$ cat src/rtl/julia_escape_time_defines.svh
// ----------------------------------------------------------------------------
// Julia escape-time assertion macros
// Shared concurrent assertion forms for the escape-time block.
// ----------------------------------------------------------------------------
`ifndef JULIA_ESCAPE_TIME_DEFINES_SVH
`define JULIA_ESCAPE_TIME_DEFINES_SVH

// Checked on every rising edge outside of reset.
`define JET_ASSERT(lbl, prop, msg) \
  lbl: assert property (@(posedge clk) disable iff (rst) (prop)) else $error(msg);

// Checked on every rising edge, reset included.
`define JET_ASSERT_ALWAYS(lbl, prop, msg) \
  lbl: assert property (@(posedge clk) (prop)) else $error(msg);

`endif

$ cat src/rtl/jet_pkg.sv
// ----------------------------------------------------------------------------
// Julia escape-time package
// Types, constants and register codes shared by the escape-time modules.
// ----------------------------------------------------------------------------
`default_nettype none

package jet_pkg;

  localparam int unsigned PIX_W       = 12;
  localparam int unsigned IMAGE_DIM   = 4096;
  localparam int unsigned ITER_LIMIT  = 65535;
  localparam int unsigned QUEUE_DEPTH = 4;
  localparam int unsigned FRAC_W      = 26;
  localparam int unsigned CNT_W       = 16;
  localparam int unsigned BOUND_W     = 31;
  localparam int unsigned REG_IDX_W   = 3;

  typedef enum logic [REG_IDX_W-1:0] {
    REG_LOW_RE       = 3'd0,
    REG_LOW_IM       = 3'd1,
    REG_STEP_RE      = 3'd2,
    REG_STEP_IM      = 3'd3,
    REG_C_RE         = 3'd4,
    REG_C_IM         = 3'd5,
    REG_MAX_ITER     = 3'd6,
    REG_ESCAPE_BOUND = 3'd7
  } reg_idx_t;

  typedef struct packed {
    logic signed [31:0]   low_re;
    logic signed [31:0]   low_im;
    logic signed [31:0]   step_re;
    logic signed [31:0]   step_im;
    logic signed [31:0]   c_re;
    logic signed [31:0]   c_im;
    logic [CNT_W-1:0]     max_iter;
    logic [BOUND_W-1:0]   escape_bound;
  } cfg_t;

  // Start point of one pixel, handed from the front end to the iterator.
  typedef struct packed {
    logic signed [31:0] re;
    logic signed [31:0] im;
  } start_pt_t;

  typedef enum logic [1:0] {
    F_IDLE,
    F_MUL,
    F_PUSH
  } front_state_t;

  typedef enum logic [2:0] {
    B_IDLE,
    B_TEST,
    B_CHECK,
    B_UPDATE,
    B_DONE
  } back_state_t;

endpackage

`default_nettype wire

$ cat src/rtl/jet_queue.sv
// ----------------------------------------------------------------------------
// Julia escape-time start-point queue
// Short first-in first-out buffer between the front end and the iterator.
// ----------------------------------------------------------------------------
`default_nettype none

`include "julia_escape_time_defines.svh"

module jet_queue #(
  parameter int unsigned DEPTH = jet_pkg::QUEUE_DEPTH
) (
  input  logic                clk,
  input  logic                rst,
  input  logic                push_valid,
  output logic                push_ready,
  input  jet_pkg::start_pt_t  push_data,
  output logic                pop_valid,
  input  logic                pop_ready,
  output jet_pkg::start_pt_t  pop_data
);

  localparam int unsigned AW = (DEPTH > 1) ? $clog2(DEPTH) : 1;
  localparam int unsigned CW = $clog2(DEPTH + 1);

  jet_pkg::start_pt_t entries [DEPTH];

  logic [AW-1:0] wr_ptr, rd_ptr;
  logic [CW-1:0] count;
  logic          do_push, do_pop;

  assign push_ready = (count != CW'(DEPTH));
  assign pop_valid  = (count != '0);
  assign do_push    = push_valid && push_ready;
  assign do_pop     = pop_valid && pop_ready;
  assign pop_data   = entries[rd_ptr];

  always_ff @(posedge clk) begin
    if (do_push) begin
      entries[wr_ptr] <= push_data;
    end
  end

  always_ff @(posedge clk) begin
    if (rst) begin
      wr_ptr <= '0;
      rd_ptr <= '0;
      count  <= '0;
    end else begin
      if (do_push) begin
        wr_ptr <= (wr_ptr == AW'(DEPTH - 1)) ? '0 : wr_ptr + 1'b1;
      end
      if (do_pop) begin
        rd_ptr <= (rd_ptr == AW'(DEPTH - 1)) ? '0 : rd_ptr + 1'b1;
      end
      count <= count + CW'(do_push) - CW'(do_pop);
    end
  end

  `JET_ASSERT(a_q_count_bound, count <= CW'(DEPTH), "queue count above depth")
  `JET_ASSERT(a_q_count_track, 1'b1 |=> count == $past(count) + CW'($past(do_push)) - CW'($past(do_pop)), "queue count lost track")
  `JET_ASSERT(a_q_empty_ptrs, count == '0 |-> wr_ptr == rd_ptr, "empty queue with split pointers")

endmodule

`default_nettype wire

$ cat config.mk
export PLATFORM = sky130hd
export DESIGN_NAME = jet_queue
export DESIGN_NICKNAME = d
export VERILOG_FILES = /design/src/rtl/jet_pkg.sv /design/src/rtl/jet_queue.sv
export VERILOG_INCLUDE_DIRS = /design/src /design/src/rtl
export SDC_FILE = /design/constraint.sdc
export NUM_CORES = 1
export LEC_CHECK = 0
export BUFFER_PORTS_ARGS = -buffer_cell sky130_fd_sc_hd__buf_2
export CAP_MARGIN = 30
export CORE_MARGIN = 3
export CORE_UTILIZATION = 40
export CTS_BUF_LIST = sky130_fd_sc_hd__clkbuf_16
export DETAILED_ROUTE_END_ITERATION = 16
export PLACE_DENSITY = 0.6
export SLEW_MARGIN = 10
export SYNTH_ARGS = -nofsm -noshare
export SYNTH_HDL_FRONTEND = slang
export SYNTH_SLANG_ARGS = --single-unit
$ cat constraint.sdc
create_clock -name clk -period 4 [get_ports clk]
set_input_delay 0.2 -clock clk [delete_from_list [all_inputs] [get_ports clk]]
set_output_delay 0.2 -clock clk [all_outputs]
set_load 0.02 [all_outputs]
==> metrics.yaml <==
status:
  status: "finished, final reports clean"
finish:
  final_common_cell: "edfxtp_1"
  multi_input_area_um2: 1730
  area_growth_pct: 26.1
  utilization_pct: 51.6
  fin_nets: 676
  instances_no_fill: 938
  fillerInstances: 1927
  final_cell_mix: "256 x edfxtp_1, 133 x buf_2, 65 x dlygate4sd3_1, 64 x mux4_2, 27 x clkbuf_16"
  drive_gt1_share_pct: 39.6
  ff_latch_area_um2: 7880
routing:
  dr.pass1.iters: 5
  drcViolationCount: 0
  wirelength_um: 17500
  drt_iter0_drc: 253
  antenna_left: 0
  vias_per_cell: 4.93
  wl_per_cell_um: 18.7
  num_vias: 4626
place:
  pre_cts_ws_ns: 1.53
  placed_cells: 825
  io_buffers: 133
  globalplace.congestion: 0.711
  post-dp-hpwl_um: 10200
clock_tree:
  h-tree-depth: 1
  cts_buffer_depth: 3
  cts_tree: "yes"
  numCtsBuffers: 27
  clk_pin_slew_ns: 0.05
  cts-root-buf: "clkbuf_16"
  cts_setup_buffers: 0
  clock_sinks: 265
  worstSkewPairLatency_ns: 0.51
die:
  rows: 56
  dieArea_um2: 26100
  die_h_um: 162
  core_um2: 23700
  initial_core_util_pct: 40.9
  chipWidth_um: 162
  io_pins: 134
sta:
  relSlewSlack_pct: 58.9
  grt_setup_unrepaired: "no"
  period_share_pct: 65.9
  setup_violations: 0
  final.min_clock_period_ns: 2.63
  fin_skew_ns: 0.00530
  tightest_slew_ns: 0.617
  fin_tns_setup_ns: 0
  timing.fmax_mhz: 380
  timing.final.ws_setup_ns: 1.37
  finalHoldViolCount: 0
  slew_violations: 0
grt:
  grtUsageTotal_pct: 13.5
  grt_pass1_wl_um: 27700
  grt_max_degree: 37
  antenna_found_initial: 1
  grt_pass1_vias: 5071
  grt-ovfl-total: 0
min_path:
  hold_class: "input pin to flip-flop"
setup_path:
  cp-end-kind: "primary output"
  cp.arrival_ns: 2.43
  critical_path_class: "flip-flop to primary output"
  required_ns: 3.80
  path_max_fanout: 36
  critPathLaunchType: "flip-flop"
  r2r_slack_ns: 1.52
power_and_ir_drop:
  total_power_w: 0.00746
  power.density_nw_per_um2: 611
  p_leak_nw: 4.17
  irDropWorstVdd_uv: 434
synth:
  ys_warn_count: 0
  synth_nets: 459
  syn_avg_cell_area_um2: 25.3
  yosys-top-cells-area: "edfxtp_1 79%, mux4_2 15%, dfxtp_1 1.9%"
  syn-cell-area_um2: 9700
  netlist_instances: 383
  yosysSeqAreaShare_pct: 81.1
  ys_types: 29
  netlist.area_leader.share_pct: 79.3
  synth_seq_cells: 265
  yosys.area.top_type: "edfxtp_1"
run:
  maxCapViolCount: 0
-- where the power goes --
group	switching (W)	internal, W	leakage, nW
registers	0.000157	0.00340	2.42
clock network	0.000927	0.00121	0.413
logic	0.000983	0.000783	1.34
-- final timing paths --
| path | start | to | cells after the start |
|---|---|---|---|
| setup / recovery | flip-flop | pop_data[54] | 3 |
| hold / removal | push_valid | wr_ptr[0] | 3 |
| setup reg to reg | count[2] | count[2] | 10 |
| hold reg to reg | rd_ptr[0] | flip-flop | 2 |
-- final cells by class --
class | count | share of cell area [%]
diodes | 1 | 0.0205
clock buffers | 27 | 5.53
clock inverters | 20 | 0.665
inverters | 5 | 0.154
multi-input cells | 97 | 14.2
flip-flops and latches | 265 | 64.4
well taps | 319 | 3.27
repair buffers | 204 | 11.8
-- synth_stat cells (all sizes together) --
cell    instances
clkbuf          2
and3            4
inv             5
nand2           2
fa              1
edfxtp        256
nor2b           1
mux4           64
xor2            1
o31ai           1
a211o           1
or3             3
nor2            3
nand2b          2
or3b            1
mux2i           2
ha              7
nor3            1
a21oi           1
and2            1
o21ai           1
dfxtp           9
buf            14
-- cell families (layout without fill, tap and decap cells) --
logic type,count (synthesis),count (layout),share of synthesized area [%]
other,0,1,0
DFF,265,265,81.1
AOI/OAI and AO/OA,4,4,0.310
adders and majority gates,8,8,1.11
xor gates and xnor gates,1,1,0.0903
buffers and inverters,21,256,1.15
muxes,66,66,15.1
and+or+nand+nor,18,18,1.14
-- per-layer routing --
layer	global-route usage [%]	vias up	wire (um)
li1	-	2073	-
met4	3.88	0	389
met3	2.68	30	935
met2	23.7	124	8990
met5	0	-	0
met1	17.3	2399	7230
-- per-stage QoR --
stage | hold slack (ns) | instance area [um2]
floorplan | 0.299 | 9700
global placement | 0.407 | 10700
detailed placement | 0.416 | 10800
CTS | 0.0112 | 12200
global route | 0.0347 | 12200
finish | 0.0492 | 12200
-- worst max-delay path, cell delays in order, from the launching register on --
cell and delay (ns):
dfxtp_4 0.74, buf_12 0.38, mux4_2 0.57, buf_2 0.18
-- flip-flops by register name (all words and copies together), names as in the netlist, named ones only --
name     cells
count        3
rd_ptr       2
entries    256
wr_ptr       2
-- what timing repair did --
item                                   in CTS  in global routing
endpoints found under the hold margin     263                  0
gates resized for setup                     0                  0
hold buffers                               65                  0
No activity file was read; power rests on OpenSTA's default activity.
