<file path="src/rtl/julia_escape_time_defines.svh">
// ----------------------------------------------------------------------------
// Julia escape-time assertion macros
// Shared concurrent assertion forms for the escape-time block.
// ----------------------------------------------------------------------------
`ifndef JULIA_ESCAPE_TIME_DEFINES_SVH
`define JULIA_ESCAPE_TIME_DEFINES_SVH

// Checked on every rising edge outside of reset.
`define JET_ASSERT(lbl, prop, msg) \
  lbl: assert property (@(posedge clk) disable iff (rst) (prop)) else $error(msg);

// Checked on every rising edge, reset included.
`define JET_ASSERT_ALWAYS(lbl, prop, msg) \
  lbl: assert property (@(posedge clk) (prop)) else $error(msg);

`endif

</file>
<file path="src/rtl/jet_pkg.sv">
// ----------------------------------------------------------------------------
// Julia escape-time package
// Types, constants and register codes shared by the escape-time modules.
// ----------------------------------------------------------------------------
`default_nettype none

package jet_pkg;

  localparam int unsigned PIX_W       = 12;
  localparam int unsigned IMAGE_DIM   = 4096;
  localparam int unsigned ITER_LIMIT  = 65535;
  localparam int unsigned QUEUE_DEPTH = 4;
  localparam int unsigned FRAC_W      = 26;
  localparam int unsigned CNT_W       = 16;
  localparam int unsigned BOUND_W     = 31;
  localparam int unsigned REG_IDX_W   = 3;

  typedef enum logic [REG_IDX_W-1:0] {
    REG_LOW_RE       = 3'd0,
    REG_LOW_IM       = 3'd1,
    REG_STEP_RE      = 3'd2,
    REG_STEP_IM      = 3'd3,
    REG_C_RE         = 3'd4,
    REG_C_IM         = 3'd5,
    REG_MAX_ITER     = 3'd6,
    REG_ESCAPE_BOUND = 3'd7
  } reg_idx_t;

  typedef struct packed {
    logic signed [31:0]   low_re;
    logic signed [31:0]   low_im;
    logic signed [31:0]   step_re;
    logic signed [31:0]   step_im;
    logic signed [31:0]   c_re;
    logic signed [31:0]   c_im;
    logic [CNT_W-1:0]     max_iter;
    logic [BOUND_W-1:0]   escape_bound;
  } cfg_t;

  // Start point of one pixel, handed from the front end to the iterator.
  typedef struct packed {
    logic signed [31:0] re;
    logic signed [31:0] im;
  } start_pt_t;

  typedef enum logic [1:0] {
    F_IDLE,
    F_MUL,
    F_PUSH
  } front_state_t;

  typedef enum logic [2:0] {
    B_IDLE,
    B_TEST,
    B_CHECK,
    B_UPDATE,
    B_DONE
  } back_state_t;

endpackage

`default_nettype wire

</file>
<file path="src/rtl/jet_front.sv">
// ----------------------------------------------------------------------------
// Julia escape-time front end
// Accepts a pixel, wraps it to the image size and forms its start point.
// ----------------------------------------------------------------------------
`default_nettype none

module jet_front (
  input  logic                         clk,
  input  logic                         rst,
  input  jet_pkg::cfg_t                cfg,
  input  logic                         in_valid,
  output logic                         in_ready,
  input  logic [jet_pkg::PIX_W-1:0]    pixel_x,
  input  logic [jet_pkg::PIX_W-1:0]    pixel_y,
  output logic                         push_valid,
  input  logic                         push_ready,
  output jet_pkg::start_pt_t           push_data
);

  localparam int unsigned PW = jet_pkg::PIX_W;

  jet_pkg::front_state_t state, state_next;

  logic [PW-1:0] px, py;
  logic [31:0]   prod_re, prod_im;
  logic [31:0]   sum_im;
  logic          take, mul_en;

  always_comb begin
    state_next = state;
    case (state)
      jet_pkg::F_IDLE:   if (in_valid) state_next = jet_pkg::F_MUL;
      jet_pkg::F_MUL:    state_next = jet_pkg::F_PUSH;
      jet_pkg::F_PUSH:   if (push_ready) state_next = jet_pkg::F_IDLE;
      default:           state_next = jet_pkg::F_IDLE;
    endcase
  end

  always_comb begin
    in_ready   = 1'b0;
    push_valid = 1'b0;
    mul_en     = 1'b0;
    case (state)
      jet_pkg::F_IDLE:   in_ready   = 1'b1;
      jet_pkg::F_MUL:    mul_en     = 1'b1;
      jet_pkg::F_PUSH:   push_valid = 1'b1;
      default:           in_ready   = 1'b0;
    endcase
  end

  assign take = in_valid && in_ready;

  always_ff @(posedge clk) begin
    if (rst) begin
      state <= jet_pkg::F_IDLE;
    end else begin
      state <= state_next;
    end
  end

  // The image size is a power of two, so the wrap of each coordinate is a
  // plain mask taken as the pixel is accepted.
  always_ff @(posedge clk) begin
    if (take) begin
      px <= PW'(32'(pixel_x) % jet_pkg::IMAGE_DIM);
      py <= PW'(32'(pixel_y) % jet_pkg::IMAGE_DIM);
    end
    if (mul_en) begin
      prod_re <= 32'(32'(px) * cfg.step_re);
      prod_im <= 32'(32'(py) * cfg.step_im);
    end
  end

  // Both sums wrap modulo 2^32; the imaginary part is negated, so the
  // most negative value maps onto itself.
  assign sum_im       = cfg.low_im + prod_im;
  assign push_data.re = cfg.low_re + prod_re;
  assign push_data.im = 32'd0 - sum_im;

endmodule

`default_nettype wire

</file>
<file path="config.mk">
export PLATFORM = sky130hd
export DESIGN_NAME = jet_front
export DESIGN_NICKNAME = d
export VERILOG_FILES = /design/src/rtl/julia_escape_time_defines.svh /design/src/rtl/jet_pkg.sv /design/src/rtl/jet_front.sv
export SDC_FILE = /design/constraint.sdc
export NUM_CORES = 2
export LEC_CHECK = 0
export BUFFER_PORTS_ARGS = -buffer_cell sky130_fd_sc_hd__buf_2
export CAP_MARGIN = 10
export CORE_ASPECT_RATIO = 0.5
export CORE_MARGIN = 5
export CORE_UTILIZATION = 48
export DETAILED_ROUTE_END_ITERATION = 6
export PLACE_DENSITY = 0.68
export SLEW_MARGIN = 20
export SYNTH_ARGS = -nofsm -noshare
export SYNTH_HDL_FRONTEND = slang
export SYNTH_SLANG_ARGS = --single-unit
export TNS_END_PERCENT = 5
</file>
<file path="constraint.sdc">
create_clock -name clk -period 10.5 [get_ports clk]
set_input_delay 2.1 -clock clk [delete_from_list [all_inputs] [get_ports clk]]
set_output_delay 2.1 -clock clk [all_outputs]
set_load 0.01 [all_outputs]
</file>
==> metrics.txt <==
Arr. time, crit path=7.73 ns; die area=56,300 um^2; crit-path most repeated cell=fa_1; nets@finish=3,906; asr flop ratio synth=0%; count of cell types in the netlist=62; CP required=10.64 ns; layout cell share with drive strength beyond 1=9.21%; grt total ovfl=0; slowest CP cell=a21oi_1; Top delay family on crit path=adder cells; total power draw=9830 uW; Worst Path Buf+Inv=5; DIE HEIGHT=170 um; slowest stage delay, CP=0.61 ns; Max transition margin=41.3%; met1 usage=27.2%; Post-Route WL=59.0 mm; fin. max-slew vios=0; net count after synthesis=3,762; core area=50,500 um^2; Leakage=0.0136 uW; Starting Density=48.8%; Vias=18,829; Rows=58; RSZ-0062 raised after global routing=no; Die Wd=331 um; worst-margin pin slew=0.881 ns; global placer's final weighted congestion=0.869; first-pass GRT wire length=100 mm; ys flop type=edfxtp_1; Post-CTS Setup Repair Bufs=0; final period utilization=72.3%; root buffer cell=clkbuf_16; largest net degree at the start of global routing=66; Area Overhead vs Synth=8.21%; clk_lat worst skew=0.38 ns; Detailed Route Iter0 Violations=1,214; Worst Setup End Kind=register; # H-tree levels=3; Fmax=132 MHz; drt first pass iters=5; post-cts resize count=0; Hold Fails Final Rpt=0; pwr/cell area=368 nW/um^2; Avg Vias per Cell=5.13; wire length per cell=16.1 um; Longest Clk Path Bufs=2; Clock Skews=0.00820 ns; IO Count=333; CTS tree=built; number of synthesized flops with an enable pin=88; TNS Setup=0 ns; Post-Syn Area=24,700 um^2; DRC=0; GR Util met3=2.51%; Post-Syn Instances=2,825; hold_buf cts=0; met2 Use GR=40.5%; fin crit period=7.59 ns; I/O Buffers=221; Final setup viols=0; Clock Sinks=90; max-cap violations=0; Crit Path Class=input pin to register; Syn Area/Cell=8.73 um^2; outcome=complete, no violations; crit path launch type=input pin; CTS Buf Count=9; cells along the critical path=buf_2, and2_1, fa_1, inv_1, fa_1, inv_1, fa_1, fa_1, inv_1, fa_1, inv_1, ha_1, and3_1, a31oi_1, o21ai_0, a21oi_1, o21ai_0, a211oi_1, o21bai_1, a21oi_1, xnor2_1; FF+latch count, synth=90; Detail Route Antenna Nets=0; vias in the first global route=20,428; VDD IR max=305 uV; Final HPWL DP=48.1 mm; register area share after synthesis=10.9%; CTS clk-pin slew, worst paths=0.07 ns; initial antenna violation count=5; Top Usage Layer GRT=met2; Tot GR Track Use=21.9%; CP Max Fanout=12; worst hold path class=register to register; Syn. warnings=0
final cells by class:
class	instances	area, um^2
repair buffers	245	1290
well taps	690	863
multi-input cells	1973	19100
diodes	5	12.5
clock inverters	4	28.8
inverters	650	2440
flip-flops and latches	90	2680
fillers	4713	23800
clock buffers	12	246
kinds of logic after synthesis:
| group | share of synthesized area (%) |
|---|---|
| flops | 10.9 |
| simple gates | 15.3 |
| buf+inv | 11.6 |
| xor+xnor | 5.04 |
| fa+ha+maj | 48.6 |
| compound gates | 8.64 |
cell usage after synthesis, types with 2 or more instances:
library cell,number,area (um^2)
ha_1,190,2380
o21a_1,30,225
nand4_1,7,43.8
clkbuf_1,106,398
xnor2_1,107,937
o31a_1,4,35.0
or3_1,3,18.8
a22oi_1,2,15.0
and2_1,162,1010
a21oi_1,94,470
o311a_1,2,20.0
o211a_1,2,20.0
a21o_1,51,383
fa_1,480,9610
o21ai_0,53,265
a211oi_1,8,60.1
a21boi_0,4,30.0
nor3_1,13,65.1
o21ai_1,3,15.0
o22a_1,2,17.5
a211o_1,4,35.0
a31o_1,2,17.5
buf_1,6,22.5
inv_1,650,2440
o22ai_1,2,12.5
a221oi_1,3,26.3
and3_1,15,93.8
a31o_2,2,17.5
nand2b_1,10,62.6
o21bai_1,15,113
nor2b_1,16,100
a21oi_2,2,17.5
o2111ai_1,2,17.5
or2_2,3,18.8
o211ai_1,11,82.6
nand3b_1,3,22.5
nand2_1,520,1950
nand3_1,20,100
o31ai_1,3,22.5
xor2_1,35,307
edfxtp_1,88,2640
a31oi_1,8,50.1
nor2_1,62,233
dfxtp_1,2,40.0
through the flow:
step                cells  area, um^2  utilization [%]  hold WS, ns  setup slack [ns]
global route         3669       26700             52.9        0.680              2.63
detailed placement   3648       26400             52.3        0.611              2.53
floorplan            2825       24700                -        0.591              3.35
global placement     3648       26400             52.3        0.615              2.60
finish               3669       26700             52.9        0.639              2.91
CTS                  3664       26700             52.8        0.633              2.94
placed cells by master, fill, tap and decap left out, types with 3 or more instances in the layout:
master,instances
inv_1,650
nand2_1,520
fa_1,480
buf_2,221
ha_1,190
and2_1,162
xnor2_1,107
a21oi_1,94
edfxtp_1,88
nor2_1,62
o21ai_0,53
a21o_1,51
xor2_1,35
o21a_1,30
buf_4,24
nand3_1,20
and3_1,15
nor2b_1,15
o21bai_1,15
nor3_1,13
o211ai_1,11
nand2b_1,10
clkbuf_16,9
a211oi_1,8
a31oi_1,8
nand4_1,7
diode_2,5
a211o_1,4
a21boi_0,4
o31a_1,4
nand3b_1,3
or2_2,3
o21ai_1,3
or3_1,3
a221oi_1,3
o31ai_1,3
worst paths after layout:
path	startpoint	endpoint	slack, ns	cells past startpoint
worst max-delay path	cfg[148]	prod_re[23]	2.91	21
worst min-delay path	state[0]	state[1]	0.64	3
worst max register to register	py[11]	prod_im[30]	4.13	18
worst min register to register	state[0]	state[1]	0.64	3
where the power goes:
group,total (uW),switching [uW],internal [uW]
clock,320,153,167
sequential,935,40.1,895
combinational,8580,4870,3710
layer usage:
metal | vias up | wire [um]
li1 | 8804 | -
met4 | 0 | 1800
met3 | 111 | 2900
met1 | 9390 | 24200
met2 | 524 | 30100
met5 | - | 0
tightest hold or removal path, cell delays in order (launching register included):
cell and delay [ns]:
dfxtp_1 0.35, nor2b_1 0.06, a21oi_1 0.13, nor2_1 0.05
flip-flops by register name, summed over array words and instances (netlist names):
register  cells
prod_im      32
prod_re      32
px           12
py           12
state         2
No activity file was read; power rests on OpenSTA's default activity.
